==> src/rtl/srfc_pkg.sv <==
`default_nettype none
package srfc_pkg;

  localparam int NUM_KINDS = 4;
  localparam int KIND_W = 2;
  localparam int CHAN_W = 2;
  localparam int SAMPLE_W = 32;
  localparam int REPEAT_W = 8;
  localparam int NUM_LIMIT_REGS = 2 * NUM_KINDS;
  localparam int LIMIT_IDX_W = $clog2(NUM_LIMIT_REGS);

  localparam int DEF_CHANNELS_PER_KIND = 4;
  localparam int DEF_FREEZE_LIMIT = 100;

  localparam logic [REPEAT_W-1:0] REPEAT_MAX = {REPEAT_W{1'b1}};

  // Limit register index is {kind, select}
  localparam logic LIMIT_SEL_LOW  = 1'b0;
  localparam logic LIMIT_SEL_HIGH = 1'b1;

  localparam logic signed [SAMPLE_W-1:0] LIMIT_LOW_RESET  = {1'b1, {(SAMPLE_W-1){1'b0}}};
  localparam logic signed [SAMPLE_W-1:0] LIMIT_HIGH_RESET = {1'b0, {(SAMPLE_W-1){1'b1}}};

  typedef struct packed {
    logic [KIND_W-1:0]          sensor_kind;
    logic [CHAN_W-1:0]          channel;
    logic signed [SAMPLE_W-1:0] sample;
  } in_item_t;

  typedef struct packed {
    logic [KIND_W-1:0] kind_out;
    logic [CHAN_W-1:0] channel_out;
    logic              range_fault;
    logic              freeze_fault;
    logic              channel_faulty;
  } out_item_t;

  typedef struct packed {
    logic chan_ok;
    logic freeze_fault;
  } freeze_status_t;

endpackage
`default_nettype wire

==> src/rtl/sensor_range_freeze_check.sv <==
// Accepted beats wait in the input register (s1_item); results load into out_data.
// Throughput: one beat per cycle while the output is not stalled; each sample is checked in a single pass
// between the input register and the result register, the per-channel
// state being updated as the beat moves into the result register.
// Reset (rst, synchronous): limits open to the full range, per-channel state cleared.
`default_nettype none
module sensor_range_freeze_check #(
  parameter int CHANNELS_PER_KIND = srfc_pkg::DEF_CHANNELS_PER_KIND,
  parameter int FREEZE_LIMIT      = srfc_pkg::DEF_FREEZE_LIMIT
) (
  input  wire logic                             clk,
  input  wire logic                             rst,
  input  wire logic                             cfg_we,
  input  wire logic [srfc_pkg::LIMIT_IDX_W-1:0] cfg_index,
  input  wire logic [srfc_pkg::SAMPLE_W-1:0]    cfg_data,
  input  wire logic                             in_valid,
  output logic                                  in_ready,
  input  wire srfc_pkg::in_item_t               in_data,
  output logic                                  out_valid,
  input  wire logic                             out_ready,
  output srfc_pkg::out_item_t                   out_data
);
  import srfc_pkg::*;

  logic           s1_valid;
  in_item_t       s1_item;
  logic           advance;
  logic           range_fault;
  freeze_status_t fz;
  out_item_t      result;

  assign advance  = s1_valid && (!out_valid || out_ready);
  assign in_ready = !s1_valid || advance;

  srfc_range u_range (
    .clk         (clk),
    .rst         (rst),
    .cfg_we      (cfg_we),
    .cfg_index   (cfg_index),
    .cfg_data    (cfg_data),
    .kind        (s1_item.sensor_kind),
    .sample      (s1_item.sample),
    .range_fault (range_fault)
  );

  srfc_freeze #(
    .CHANNELS_PER_KIND (CHANNELS_PER_KIND),
    .FREEZE_LIMIT      (FREEZE_LIMIT)
  ) u_freeze (
    .clk     (clk),
    .rst     (rst),
    .update  (advance),
    .kind    (s1_item.sensor_kind),
    .channel (s1_item.channel),
    .sample  (s1_item.sample),
    .status  (fz)
  );

  always_comb begin
    result.kind_out       = s1_item.sensor_kind;
    result.channel_out    = s1_item.channel;
    result.range_fault    = fz.chan_ok && range_fault;
    result.freeze_fault   = fz.freeze_fault;
    result.channel_faulty = result.range_fault || result.freeze_fault;
  end

  always_ff @(posedge clk) begin
    if (rst) begin
      s1_valid  <= 1'b0;
      out_valid <= 1'b0;
    end else begin
      if (in_ready) begin
        s1_valid <= in_valid;
      end
      if (advance) begin
        out_valid <= 1'b1;
      end else if (out_ready) begin
        out_valid <= 1'b0;
      end
    end
  end

  always_ff @(posedge clk) begin
    if (in_valid && in_ready) begin
      s1_item <= in_data;
    end
    if (advance) begin
      out_data <= result;
    end
  end

  // Hold the staged beat while the result register is blocked
  a_s1_hold: assert property (@(posedge clk) disable iff (rst)
    s1_valid && !advance |=> s1_valid && $stable(s1_item))
    else $error("staged beat lost or changed while stalled");

  a_faulty_sum: assert property (@(posedge clk) disable iff (rst)
    out_valid |-> out_data.channel_faulty ==
                  (out_data.range_fault || out_data.freeze_fault))
    else $error("channel_faulty disagrees with fault bits");

  a_bad_chan_quiet: assert property (@(posedge clk) disable iff (rst)
    out_valid && (int'(out_data.channel_out) >= CHANNELS_PER_KIND)
    |-> !out_data.range_fault && !out_data.freeze_fault)
    else $error("fault reported for channel beyond kind's count");

  a_result_loaded: assert property (@(posedge clk) disable iff (rst)
    advance |=> out_valid)
    else $error("result register not loaded after advance");

endmodule
`default_nettype wire

==> src/rtl/srfc_range.sv <==
`default_nettype none
module srfc_range (
  input  wire logic                                  clk,
  input  wire logic                                  rst,
  input  wire logic                                  cfg_we,
  input  wire logic [srfc_pkg::LIMIT_IDX_W-1:0]      cfg_index,
  input  wire logic [srfc_pkg::SAMPLE_W-1:0]         cfg_data,
  input  wire logic [srfc_pkg::KIND_W-1:0]           kind,
  input  wire logic signed [srfc_pkg::SAMPLE_W-1:0]  sample,
  output logic                                       range_fault
);
  import srfc_pkg::*;

  logic signed [SAMPLE_W-1:0] limit [NUM_LIMIT_REGS];
  logic signed [SAMPLE_W-1:0] lo;
  logic signed [SAMPLE_W-1:0] hi;

  always_ff @(posedge clk) begin
    if (rst) begin
      for (int i = 0; i < NUM_LIMIT_REGS; i++) begin
        limit[i] <= i[0] ? LIMIT_HIGH_RESET : LIMIT_LOW_RESET;
      end
    end else if (cfg_we) begin
      limit[cfg_index] <= $signed(cfg_data);
    end
  end

  always_comb begin
    lo = limit[{kind, LIMIT_SEL_LOW}];
    hi = limit[{kind, LIMIT_SEL_HIGH}];
    range_fault = (sample > hi) || (sample < lo);
  end

endmodule
`default_nettype wire

==> src/rtl/srfc_freeze.sv <==
`default_nettype none
module srfc_freeze #(
  parameter int CHANNELS_PER_KIND = srfc_pkg::DEF_CHANNELS_PER_KIND,
  parameter int FREEZE_LIMIT      = srfc_pkg::DEF_FREEZE_LIMIT
) (
  input  wire logic                                 clk,
  input  wire logic                                 rst,
  input  wire logic                                 update,
  input  wire logic [srfc_pkg::KIND_W-1:0]          kind,
  input  wire logic [srfc_pkg::CHAN_W-1:0]          channel,
  input  wire logic [srfc_pkg::SAMPLE_W-1:0]        sample,
  output srfc_pkg::freeze_status_t                  status
);
  import srfc_pkg::*;

  localparam int SLOTS  = NUM_KINDS * CHANNELS_PER_KIND;
  localparam int SLOT_W = $clog2(SLOTS);

  logic [SAMPLE_W-1:0] last_sample  [SLOTS];
  logic [REPEAT_W-1:0] repeat_count [SLOTS];

  logic [SLOT_W-1:0]   slot;
  logic                chan_ok;
  logic                same;
  logic [REPEAT_W-1:0] count;
  logic [REPEAT_W-1:0] count_next;

  always_comb begin
    chan_ok = int'(channel) < CHANNELS_PER_KIND;
    slot    = SLOT_W'(int'(kind) * CHANNELS_PER_KIND + int'(channel));
    same    = chan_ok && (sample == last_sample[slot]);
    count   = repeat_count[slot];
    if (!same) begin
      count_next = '0;
    end else if (count == REPEAT_MAX) begin
      count_next = count;
    end else begin
      count_next = count + REPEAT_W'(1);
    end
    status.chan_ok      = chan_ok;
    status.freeze_fault = same && (count_next > REPEAT_W'(FREEZE_LIMIT));
  end

  // Channels beyond the kind's count leave the state alone
  always_ff @(posedge clk) begin
    if (rst) begin
      for (int i = 0; i < SLOTS; i++) begin
        last_sample[i]  <= '0;
        repeat_count[i] <= '0;
      end
    end else if (update && chan_ok) begin
      repeat_count[slot] <= count_next;
      if (!same) begin
        last_sample[slot] <= sample;
      end
    end
  end

endmodule
`default_nettype wire
==> config.mk <==
export PLATFORM = sky130hd
export DESIGN_NAME = sensor_range_freeze_check
export DESIGN_NICKNAME = d
export VERILOG_FILES = /design/src/rtl/srfc_pkg.sv /design/src/rtl/sensor_range_freeze_check.sv /design/src/rtl/srfc_range.sv /design/src/rtl/srfc_freeze.sv
export SDC_FILE = /design/constraint.sdc
export NUM_CORES = 1
export LEC_CHECK = 0
export BUFFER_PORTS_ARGS = -buffer_cell sky130_fd_sc_hd__buf_2
export CAP_MARGIN = 40
export CORE_MARGIN = 2
export CORE_UTILIZATION = 38
export CTS_CLUSTER_SIZE = 16
export DETAILED_ROUTE_END_ITERATION = 8
export GPL_ROUTABILITY_DRIVEN = 0
export HOLD_SLACK_MARGIN = 0.08
export PLACE_DENSITY_LB_ADDON = 0.3
export SLEW_MARGIN = 20
export SYNTH_ARGS = -nofsm -noshare
export SYNTH_HDL_FRONTEND = slang
export SYNTH_SLANG_ARGS = --single-unit
==> constraint.sdc <==
create_clock -name clk -period 6.7 [get_ports clk]
set_input_delay 0.335 -clock clk [delete_from_list [all_inputs] [get_ports clk]]
set_output_delay 0.335 -clock clk [all_outputs]
set_load 0.02 [all_outputs]
======== Word level (Yosys, flattened, before mapping) ========
Memory sizes are Yosys's and may differ from the RTL's. A register that Yosys moved wholly into a read port is not among the register bits.
Index checks and enable logic that the tools add are counted.
W data, S select, Z words.
word-level totals
  bits in writable memories ............... 896
  bits of input ports ..................... 76
  memories ................................ 3
  bits in registers ....................... 45
memory list
  memory                 words  bits a word  read ports  clocked after Yosys merged registers in  wr ports  line               source
  u_freeze.last_sample   16     32           1           0                                        16        srfc_freeze.sv:19  logic [SAMPLE_W-1:0] last_sample [SLOTS];
  u_range.limit          8      32           2           2                                        8         srfc_range.sv:14   logic signed [SAMPLE_W-1:0] limit [NUM_LIMIT_REGS];
  u_freeze.repeat_count  16     8            1           0                                        16        srfc_freeze.sv:20  logic [REPEAT_W-1:0] repeat_count [SLOTS];
cells by class
  reduce and logical (&&, ||, !) cells .... 13
  equality and inequality tests ........... 2
  order comparisons ....................... 3
  $add $sub $neg .......................... 2
  muxes and demuxes ....................... 27
operator list
  kind                   number
  $mux W32               2
  $reduce_or A32 Y1      2
  $eq A32 B32 Y1         1
  $gt A32 B32 Y1         1
  $lt A32 B32 Y1         1
  $mux W8                3
  $mux W1                17
  $mux W3                3
  $add A8 B1 Y8 const B  1
  $eq A8 B8 Y1 const B   1
  $gt A8 B7 Y1 const B   1
  $mux W4                2
  $reduce_or A8 Y1       1
  $add A4 B2 Y4          1
  $logic_or A1 B1 Y1     4
  $logic_and A1 B1 Y1    3
  $logic_not A1 Y1       2
  $reduce_bool A2 Y1     1

======== Longest topological paths before layout ========
Gate-level depths: netlist of run 1.
An unclocked memory read counts as a cell.
  depth in word-level cells ............... 9
  mapped depth ............................ 19
  depth with buffers taken out ............ 11

======== Hierarchy ========
From an unflattened synthesis of run 1, not the netlist that was laid out.
unflattened totals
  cell total of the unflattened synthesis .. 2948
  area, all modules ....................... 44092.3 µm²
modules (own cells, without submodules)
  module                     cells each  times used  area each (µm²)
  srfc_freeze                2023        1           30018.8
  srfc_range                 870         1           12663.4
  sensor_range_freeze_check  55          1           1410.1

======== Least setup slack after synthesis of run 1 ========
No wires, ideal clock.
  kind .................................... register to register
  start ................................... register s1_item, in the netlist result[3]
  end ..................................... memory u_freeze.repeat_count[1][1], data pin
  path buffers ............................ 6
  setup slack ............................. 2.534 ns
  cell stages (with the launch flop) ...... 18
  arrival time ............................ 3.902 ns
  library setup time ...................... 0.264 ns
  data required time ...................... 6.436 ns
  path through ............................ edfxtp_1 > buf_2 > buf_2 > buf_2 > buf_4 > mux4_2 > a22oi_1 > nand2_1 > ha_1 > and2_1 > a22o_1 > nand2_1 > or3_1 > clkbuf_1 > mux2_2 > nand3_4 > buf_2 > nor2_1
RTL lines
  what                    line                             source
  from (decl)             sensor_range_freeze_check.sv:26  in_item_t s1_item;
  from (signal assigned)  sensor_range_freeze_check.sv:85  s1_item <= in_data;
  to (decl)               srfc_freeze.sv:20

==> results of run 1 <==
[metal layers]
layer / global-route usage / part of all wire
met3: 0.02724 / 0.061
met5: 0 / 0
met1: 0.2585 / 0.41
met4: 0.05704 / 0.023
met2: 0.3380 / 0.51
[power groups by stage]
stage          combinational, uW  sequential, uW  clock [uW]
2_1_floorplan                737            6910           0
3_3_place_gp                1120            6950           0
3_5_place_dp                1180            6960           0
4_1_cts                     1220            6840        5670
5_1_grt                     1300            6850        5890
6_report                    1210            6830        5590
[layout make-up]
type                            instances  area, um^2
Clock buffer                          122        2636
Tap cell                             1512        1892
Antenna cell                            4       10.01
Inverter                               71       266.5
Clock inverter                         62       644.4
Sequential cell                       943       28280
Timing Repair Buffer                  278        2630
Fill cell                           10060       63450
Multi-Input combinational cell       1614       14380
[state kept, by name (all words and copies together), names as in the netlist, named ones only]
| register | count |
|---|---|
| s1_valid | 1 |
| out_valid | 1 |
| u_freeze.repeat_count | 128 |
| s1_item | 32 |
| u_freeze.last_sample | 512 |
| out_data | 7 |
| result | 4 |
| u_range.limit | 256 |
[cells by family (layout without fill, tap and decap cells)]
family,after synthesis,after routing,share of synthesized area
xor+xnor,49,49,0.009815
buf+inv,279,533,0.02756
other cells,0,4,0
fa+ha+maj,64,64,0.01831
flops,943,943,0.6467
compound gates,107,107,0.01731
mux,320,320,0.1365
simple gates,1074,1074,0.1438
[worst min-delay path by stage]
stage               slack (ns)  cells past startpoint                                 end             startpoint
floorplan                 0.42                      0               out_data[3]$_DFFE_PP_    result[3]$_DFFE_PP_
global placement          0.49                      2              out_valid$_SDFFE_PP0P_  s1_valid$_SDFFE_PP0N_
detailed placement        0.51                      2              out_valid$_SDFFE_PP0P_  s1_valid$_SDFFE_PP0N_
CTS                       0.14                      3  u_range.limit[3][31]$_SDFFCE_PN0P_           cfg_index[1]
global route              0.17                      3  u_range.limit[3][31]$_SDFFCE_PN0P_           cfg_index[1]
finish                    0.17                      3  u_range.limit[3][31]$_SDFFCE_PN0P_           cfg_index[1]
[Yosys cell counts, types with 3 or more instances]
cell type and instances:
sky130_fd_sc_hd__buf_2 43, sky130_fd_sc_hd__nand4_1 23, sky130_fd_sc_hd__nand3_4 6, sky130_fd_sc_hd__buf_6 10, sky130_fd_sc_hd__xnor2_1 40, sky130_fd_sc_hd__nand3_1 6
sky130_fd_sc_hd__a21oi_2 10, sky130_fd_sc_hd__buf_1 18, sky130_fd_sc_hd__o21a_1 3, sky130_fd_sc_hd__nor2_1 149, sky130_fd_sc_hd__a31oi_1 4, sky130_fd_sc_hd__nor4_1 7
sky130_fd_sc_hd__a21o_1 11, sky130_fd_sc_hd__nor3_1 12, sky130_fd_sc_hd__buf_4 6, sky130_fd_sc_hd__edfxtp_1 939, sky130_fd_sc_hd__a211oi_1 3, sky130_fd_sc_hd__inv_1 71
sky130_fd_sc_hd__clkbuf_1 126, sky130_fd_sc_hd__xor2_1 9, sky130_fd_sc_hd__a22oi_1 10, sky130_fd_sc_hd__nand2_1 45, sky130_fd_sc_hd__or3_1 66, sky130_fd_sc_hd__nand2b_1 54
sky130_fd_sc_hd__clkbuf_2 5, sky130_fd_sc_hd__dfxtp_1 4, sky130_fd_sc_hd__o21ai_0 18, sky130_fd_sc_hd__or2_2 53, sky130_fd_sc_hd__ha_1 64, sky130_fd_sc_hd__mux2_2 10
sky130_fd_sc_hd__o211ai_1 3, sky130_fd_sc_hd__a21oi_1 28, sky130_fd_sc_hd__mux4_2 220, sky130_fd_sc_hd__mux2i_1 90, sky130_fd_sc_hd__and2_1 638, sky130_fd_sc_hd__nor2b_1 10
[stage by stage]
step           total power, uW  setup WS, ns
5_1_grt                  14050         1.300
3_3_place_gp              8069         1.198
3_5_place_dp              8142         1.549
6_report                 13630         1.464
4_1_cts                  13720         1.505
2_1_floorplan             7650         2.534
[critical path, stage by stage, from the launching register on]
cell and delay (ns):
sky130_fd_sc_hd__edfxtp_1 0.63, sky130_fd_sc_hd__buf_8 0.24, sky130_fd_sc_hd__buf_12 0.25, sky130_fd_sc_hd__buf_4 0.29, sky130_fd_sc_hd__mux4_2 0.33, sky130_fd_sc_hd__mux2i_1 0.38
sky130_fd_sc_hd__mux2i_1 0.15, sky130_fd_sc_hd__xnor2_1 0.16, sky130_fd_sc_hd__nand4_1 0.20, sky130_fd_sc_hd__a211oi_4 0.36, sky130_fd_sc_hd__buf_4 0.56, sky130_fd_sc_hd__a21oi_4 0.29
sky130_fd_sc_hd__buf_8 0.24, sky130_fd_sc_hd__or2_2 0.52, sky130_fd_sc_hd__buf_16 0.26
[cell usage in the layout (no fill, tap or decap), types with 6 or more instances in the layout]
master                          synthesis  layout
sky130_fd_sc_hd__or2_2                 53      52
sky130_fd_sc_hd__and2_1               638     638
sky130_fd_sc_hd__nand4_1               23      23
sky130_fd_sc_hd__a21oi_4                0       7
sky130_fd_sc_hd__edfxtp_1             939     939
sky130_fd_sc_hd__mux2_2                10      10
sky130_fd_sc_hd__buf_4                  6      83
sky130_fd_sc_hd__buf_16                 0      14
sky130_fd_sc_hd__nor2_1               149     149
sky130_fd_sc_hd__buf_2                 43      84
sky130_fd_sc_hd__nand3_1                6       6
sky130_fd_sc_hd__buf_12                 0      21
sky130_fd_sc_hd__nor3_1                12       9
sky130_fd_sc_hd__clkinv_1               0      16
sky130_fd_sc_hd__a21o_1                11      11
sky130_fd_sc_hd__mux4_2               220     220
sky130_fd_sc_hd__nor2b_1               10      10
sky130_fd_sc_hd__nand2b_1              54      52
sky130_fd_sc_hd__ha_1                  64      64
sky130_fd_sc_hd__xor2_1                 9       9
sky130_fd_sc_hd__a21oi_1               28      22
sky130_fd_sc_hd__mux2i_1               90      90
sky130_fd_sc_hd__dlygate4sd3_1          0      72
sky130_fd_sc_hd__clkinv_2               0      26
sky130_fd_sc_hd__bufinv_16              0      12
sky130_fd_sc_hd__nand3_4                6       6
sky130_fd_sc_hd__a22oi_1               10      10
sky130_fd_sc_hd__a21oi_2               10       9
sky130_fd_sc_hd__xnor2_1               40      40
sky130_fd_sc_hd__or3_1                 66      66
sky130_fd_sc_hd__nand2_1               45      45
sky130_fd_sc_hd__clkbuf_1             126      18
sky130_fd_sc_hd__inv_1                 71      70
sky130_fd_sc_hd__o21ai_0               18      18
sky130_fd_sc_hd__clkbuf_16              0     101
[repair_timing]
action                     CTS  global route
gates resized for setup      0             0
hold endpoints to repair   293             0
setup endpoints to repair    0             0
hold buffers                72             0
==> run metrics, run 1 <==
status=complete, no violations; Row Count=124; TritonCTS clock tree=done; biggest area consumer among synthesized cells=sky130_fd_sc_hd__edfxtp_1; number of optimization iterations in the first detailed-route pass=5; vias after detailed routing=24530; Iteration-0 DRC Markers=2072; Relative slew margins=0.4311; drt via density=5.327; initial cell density of the core=0.3829; Port-buffer cells=84; initial antenna violation count=5; fraction of power spent switching nets=0.2289; warning count from the yosys run=0; layout cell share with drive strength beyond 1=0.2191; HPWL Detailed=72810 um; detailed-route wire length per cell=24.84 um; endpoint of the worst-slack reg-to-reg timing path=u_freeze.last_sample[5][1]$_SDFFCE_PN0P_; fraction of synthesis flops using an asynchronous set or reset pin=0; portion of the post-synthesis area used by sequential elements=0.6467; total global-route track usage=0.1960; clock latency at the later pin of the worst-skew pair=0.68 ns; count of flip-flops with a built-in enable after synthesis=939; fin nets=3147; CTS H-tree lvls=3; fin area=0.05074 mm^2; pin count of the biggest net entering global routing=69; static leakage=0.01831 uW; clock tree root buffer cell=sky130_fd_sc_hd__clkbuf_16; remaining antenna violation count after routing=0; Sw Pwr=3119 uW; total wire length after detailed routing=114400 um; number of failing hold endpoints at the final stage=0; share of the synthesized area in the top cell type=0.6449; critical register-to-register path startpoint=result[6]$_DFFE_PP_; CP Capture Point=u_freeze.last_sample[5][1]$_SDFFCE_PN0P_; Worst Reg-to-Reg Cells=14; average size of a mapped cell=15.42 um^2; final cell utilization of the core=0.4444; period utilisation layout=0.7815; portion of total power attributed to the clock network=0.410; Residual DRC=0; cell area reported after detailed placement=0.04661 mm^2; Reg2Reg Setup Slack=1.46 ns; number of max-cap violations=0; Core Region=0.1142 mm^2; highest attainable clock frequency=191.0 MHz; combinational share of power=0.088; sequential group share of total power=0.501; total power per unit cell area=268.5 mW/mm^2; internal power=10510 uW; overall die height=343.2 um; clk buf depth=3; final-layout worst hold slack=0.1713 ns; cell count after synthesis=2836; number of clock sinks seen by CTS=943; distinct cell type count after synthesis=53; die outline area=0.1178 mm^2; Worst Tran Pin Value=0.8533 ns; total negative slack=0 ns; overflow left after global routing=0; Seq cells post-synth=943; total nets after synthesis=2976; RSZ-0062 raised after global routing=false; Max Transition Viols Final=0; Final Non-Filler Cells=4606; worst path arrival time=5.65 ns; synth-to-layout area growth=16.05%; clock transition time at the flip-flop clock pins of the worst setup and hold paths=0.06 ns; CP startpoint=result[6]$_DFFE_PP_; setup violators final=0; Die X=343.2 um; top area cells in the synthesized netlist=sky130_fd_sc_hd__edfxtp_1, sky130_fd_sc_hd__mux4_2, sky130_fd_sc_hd__and2_1, sky130_fd_sc_hd__mux2i_1, sky130_fd_sc_hd__ha_1; Required @ worst endpoint=7.11 ns; path type of the worst min-delay path=in2reg; count of buffers added by post-CTS timing repair for setup=0; predominant post-synthesis flop cell=sky130_fd_sc_hd__edfxtp_1; number of global-route vias before repair=25900; type of element launching the critical path=flop; minimum clock period after layout=5.236 ns; wire length of the first global-routing pass=170500 um; area of the mapped netlist=0.04372 mm^2; total I/O pin count=85; number of instances in the placed design=4341; CTS buffer count=99; worst-case vdd ir drop=0.2388 mV; setup clock skew after layout=0.03674 ns; Worst Path Max Fanout=34; critical path class=reg2reg; category of the worst setup path capture point=flop
Note: power is estimated with default switching activity, not from simulation.
==> run 2, diff against run 1 <==
- clock period: 6.7 -> 4.9 ns (I/O delays scaled with it)
==> run 2 against run 1 <==
  * Global-route usage decreased by 0.11 points
  * Count of clock-buffer cells in the layout up 5
  * Worst hold slack better by 0.022 ns
  * Core utilization decreased by 0.33 points
  * Sequential power grew 37%
  * Clock skew is 0.0034 ns higher
  * Register-to-register slack lost 1.0 ns
==> run metrics, run 2 (synthesized netlist as in run 1, its figures left out) <==
number of optimization iterations in the first detailed-route pass=6; fin area=0.05037 mm^2; fill cell total of the finished layout=10090; fin worst setup slack=0.4529 ns; critical path class=reg2reg; TritonCTS clock tree=done; max FFs per register=512; Worst Reg-to-Reg Cells=13; total power per unit cell area=358.6 mW/mm^2; category of the worst setup path capture point=flop; minimum clock period after layout=4.447 ns; most frequent cells in the layout=sky130_fd_sc_hd__edfxtp_1, sky130_fd_sc_hd__and2_1, sky130_fd_sc_hd__mux4_2; overall die height=343.2 um; setup clock skew after layout=0.04014 ns; detailed-route wire length per cell=24.67 um; Worst Tran Pin Value=0.8638 ns; cell area reported after detailed placement=0.04656 mm^2; vias after detailed routing=24620; number of global-route vias before repair=25920; highest attainable clock frequency=224.9 MHz; number of failing hold endpoints at the final stage=0; number of gates given a new drive strength after cts=0; Max Transition Viols Final=0; total global-route track usage=0.1949; Worst Path Max Fanout=22; number of clock sinks seen by CTS=943; setup violators final=0; Row Count=124; clock tree root buffer cell=sky130_fd_sc_hd__clkbuf_16; type of element launching the critical path=flop; number of cells on the worst hold path=4; number of max-cap violations=0; largest registers=u_freeze.last_sample x512, u_range.limit x256, u_freeze.repeat_count x128; largest register by flop count=u_freeze.last_sample; Relative slew margins=0.4241; Port-buffer cells=84; Final Non-Filler Cells=4616; worst-case vdd ir drop=0.2566 mV; Required @ worst endpoint=5.30 ns; clk buf depth=3; layout cell share with drive strength beyond 1=0.2172; status=complete, no violations; Die X=343.2 um; static leakage=0.01816 uW; remaining antenna violation count after routing=0; HPWL Detailed=71960 um; synth-to-layout area growth=15.20%; CTS H-tree lvls=3; total wire length after detailed routing=113900 um; period utilisation layout=0.9076; fin nets=3165; clock transition time at the flip-flop clock pins of the worst setup and hold paths=0.06 ns; die outline area=0.1178 mm^2; Residual DRC=0; path type of the worst min-delay path=in2reg; total negative slack=0 ns; overflow left after global routing=0; Core Region=0.1142 mm^2; pin count of the biggest net entering global routing=58; most common cell after layout, fill and taps aside=sky130_fd_sc_hd__edfxtp_1; drt via density=5.333; number of instances in the placed design=4361; Final Total Pwr=18060 uW; total I/O pin count=85; RSZ-0062 raised after global routing=false; placement-stage worst setup slack=0.4203 ns; CTS buffer count=97; wire length of the first global-routing pass=169300 um; clock latency at the later pin of the worst-skew pair=0.69 ns; worst path arrival time=4.84 ns; Iteration-0 DRC Markers=2139; initial cell density of the core=0.3829; initial antenna violation count=4
-- run 2: cell count changes in the layout (fill, tap and decap cells not counted), sizes merged --
cell | before | now
buf | 206 | 224
bufinv | 12 | 4
clkinv | 45 | 39
clkbuf | 122 | 127
diode | 4 | 1
dlygate4sd3 | 72 | 74
inv | 74 | 76
-- run 2: layout make-up --
type	count	area [um^2]	share of cell area
diodes	1	2.502	0.00004968
clock buffers	127	2590	0.05142
clock inverters	50	422.9	0.008396
inverters	71	266.5	0.005291
multi-input cells	1614	14390	0.2856
flip-flops and latches	943	28280	0.5615
well taps	1512	1892	0.03756
repair buffers	298	2530	0.05023
-- run 2: final timing paths --
kind | start | to | slack [ns]
worst min register to register | s1_valid$_SDFFE_PP0N_ | out_valid$_SDFFE_PP0P_ | 0.59
worst max-delay path | result[3]$_DFFE_PP_ | out_data[0]$_DFFE_PP_ | 0.45
worst min-delay path | cfg_index[0] | u_range.limit[6][31]$_SDFFCE_PN1P_ | 0.19
worst max register to register | result[3]$_DFFE_PP_ | out_data[0]$_DFFE_PP_ | 0.45
-- run 2: power breakdown --
group | internal (uW) | switching (uW) | leakage (uW)
clock | 3950 | 3130 | 0.00146
sequential | 9210 | 145 | 0.00962
combinational | 695 | 931 | 0.00707
-- run 2: what timing repair did --
action | CTS | global route
hold endpoints to repair | 296 | 0
hold buffers | 74 | 0
setup buffers | 0 | 0
-- run 2: critical path, cell delays in order, from the launching register on --
cell	delay, ns
sky130_fd_sc_hd__edfxtp_1	0.40
sky130_fd_sc_hd__buf_12	0.24
sky130_fd_sc_hd__buf_4	0.35
sky130_fd_sc_hd__mux4_2	0.57
sky130_fd_sc_hd__a22oi_1	0.32
sky130_fd_sc_hd__nand2_1	0.18
sky130_fd_sc_hd__ha_1	0.29
sky130_fd_sc_hd__and2_1	0.18
sky130_fd_sc_hd__a22o_1	0.31
sky130_fd_sc_hd__nand2_1	0.14
sky130_fd_sc_hd__or3_1	0.29
sky130_fd_sc_hd__a31oi_1	0.15
sky130_fd_sc_hd__a21oi_1	0.55
sky130_fd_sc_hd__o211ai_1	0.16
-- run 2: per-stage QoR --
stage,util,hold slack (ns)
3_5_place_dp,0.4077,0.4237
3_3_place_gp,0.4070,0.4246
6_report,0.4411,0.1936
2_1_floorplan,-,0.3439
5_1_grt,0.4411,0.1840
4_1_cts,0.4406,0.1535
-- run 2: per-layer routing --
metal  share of wire  up-vias  wire (um)  track usage
li1                -    10850          -            -
met1            0.42    12820      48050       0.2597
met2            0.49      789      56310       0.3288
met3           0.060      159       6878      0.03487
met4           0.023        2       2633      0.05295
met5         0.00011        -         12            0
==> run 3, diff against run 2 <==
- clock period: 4.9 -> 3.8 ns (I/O delays scaled with it)
==> run 3 against run 2 <==
  * The run now ends with setup timing left
  * Cell count is 3.4% higher
  * Sequential power up 29%
  * Clock skew shrank 0.0088 ns
  * Core utilization up 2.7 points
  * Count of clock-buffer cells in the layout up 2
  * Via count rose by 4.7%
  * Non-clock buffer count grew 145
  * Register-to-register slack worse by 0.65 ns
  * Power rose by 36%
  * Combinational power rose by 49%
==> run metrics, run 3 (synthesized netlist as in run 1, its figures left out) <==
overflow left after global routing=0; initial antenna violation count=4; clock latency at the later pin of the worst-skew pair=0.69 ns; max FFs per register=512; placement-stage worst setup slack=-0.3902 ns; Core Region=0.1142 mm^2; number of failing hold endpoints at the final stage=0; clock tree root buffer cell=sky130_fd_sc_hd__clkbuf_16; critical path class=reg2reg; Row Count=124; number of clock sinks seen by CTS=943; Iteration-0 DRC Markers=2652; pin count of the biggest net entering global routing=68; die outline area=0.1178 mm^2; largest register by flop count=u_freeze.last_sample; most common cell after layout, fill and taps aside=sky130_fd_sc_hd__edfxtp_1; setup clock skew after layout=0.03129 ns; fin area=0.05346 mm^2; FF/Latch Area=0.02828 mm^2; clk buf depth=3; fill cell total of the finished layout=9829; CTS H-tree lvls=3; Die X=343.2 um; fin worst setup slack=-0.1942 ns; TritonCTS clock tree=done; drt via density=5.399; detailed-route wire length per cell=25.72 um; status=finished, violations left; HPWL Detailed=74400 um; worst path arrival time=4.43 ns; most frequent cells in the layout=sky130_fd_sc_hd__edfxtp_1, sky130_fd_sc_hd__and2_1, sky130_fd_sc_hd__mux4_2; clock transition time at the flip-flop clock pins of the worst setup and hold paths=0.06 ns; Residual DRC=0; final cell utilization of the core=0.4681; vias after detailed routing=25780; remaining antenna violation count after routing=0; number of max-cap violations=0; total wire length after detailed routing=122800 um; path type of the worst min-delay path=in2reg; layout cell share with drive strength beyond 1=0.2785; wire length of the first global-routing pass=176400 um; cell area reported after detailed placement=0.04748 mm^2; total global-route track usage=0.2050; initial cell density of the core=0.3829; minimum clock period after layout=3.994 ns; footprint of the multi-input gates=0.01481 mm^2; RSZ-0062 raised after global routing=true; final-layout worst hold slack=0.2119 ns; total power per unit cell area=459.1 mW/mm^2; Worst Tran Pin Value=0.8012 ns; Required @ worst endpoint=4.23 ns; total I/O pin count=85; number of global-route vias before repair=26960; Port-buffer cells=84; worst-case vdd ir drop=0.3652 mV; Max Transition Viols Final=0; overall die height=343.2 um; type of element launching the critical path=flop; synth-to-layout area growth=22.26%; category of the worst setup path capture point=flop; CTS buffer count=102; Relative slew margins=0.4659; failing checks=setup timing; number of optimization iterations in the first detailed-route pass=5; largest registers=u_freeze.last_sample x512, u_range.limit x256, u_freeze.repeat_count x128; static leakage=0.01950 uW; fin nets=3319; setup violators final=877; Worst Path Max Fanout=6; highest attainable clock frequency=250.4 MHz; period utilisation layout=1.051
run 3: what timing repair did:
action,in CTS,in global routing
endpoints found under the hold margin,305,0
setup buffers,35,16
gates cloned,13,15
pin swaps,13,28
hold buffers,73,0
setup endpoints to repair,1154,1154
gates resized for setup,71,119
run 3: worst paths after layout:
kind                                             from                                  endpoint  slack, ns  cells after the start
worst max-delay path              result[3]$_DFFE_PP_  u_freeze.last_sample[1][0]$_SDFFCE_PN0P_      -0.19                     17
worst min-delay path                      in_data[15]                     s1_item[15]$_DFFE_PP_       0.21                      2
worst max register to register    result[3]$_DFFE_PP_  u_freeze.last_sample[1][0]$_SDFFCE_PN0P_      -0.19                     17
worst min register to register  s1_valid$_SDFFE_PP0N_                    out_valid$_SDFFE_PP0P_       0.54                      2
run 3: worst max-delay path, stage by stage, from the launching register on:
cell                        delay (ns)
sky130_fd_sc_hd__edfxtp_1         0.42
sky130_fd_sc_hd__buf_12           0.17
sky130_fd_sc_hd__buf_12           0.13
sky130_fd_sc_hd__buf_12           0.12
sky130_fd_sc_hd__buf_12           0.12
sky130_fd_sc_hd__mux4_2           0.44
sky130_fd_sc_hd__mux2i_1          0.16
sky130_fd_sc_hd__buf_4            0.16
sky130_fd_sc_hd__mux2i_1          0.08
sky130_fd_sc_hd__xnor2_1          0.30
sky130_fd_sc_hd__nand4_1          0.26
sky130_fd_sc_hd__a2111oi_4        0.32
sky130_fd_sc_hd__buf_4            0.19
sky130_fd_sc_hd__buf_6            0.12
sky130_fd_sc_hd__buf_6            0.11
sky130_fd_sc_hd__a21oi_4          0.06
sky130_fd_sc_hd__or2_4            0.36
sky130_fd_sc_hd__clkbuf_16        0.19
run 3: per-layer routing:
metal / track usage / share of wire / wire length [um] / vias up
li1: - / - / - / 11190
met1: 0.2663 / 0.40 / 49700 / 13390
met2: 0.3474 / 0.49 / 60760 / 1003
met3: 0.04183 / 0.072 / 8784 / 197
met4: 0.06095 / 0.029 / 3532 / 2
met5: 0 / 0.000090 / 11 / -
run 3: power by group:
part,total [uW],switching (uW),internal [uW]
combinational,2430,1310,1120
sequential,12100,201,11900
clock,10000,4130,5900
run 3: per-stage QoR:
step | setup TNS (ns) | cells | total power (uW)
detailed placement | -349.10 | 4434 | 14470
global route | -150.49 | 4772 | 25250
floorplan | 0 | 2836 | 13490
finish | -67.89 | 4774 | 24540
CTS | -9.843 | 4739 | 24630
global placement | -390.14 | 4427 | 14380
run 3: layout make-up:
cell class              count  area share
diodes                      2  0.00009362
flip-flops and latches    943      0.5291
repair buffers            443     0.09084
clock inverters            56     0.01287
multi-input cells        1618      0.2771
inverters                  71    0.004985
clock buffers             129     0.04964
well taps                1512     0.03539
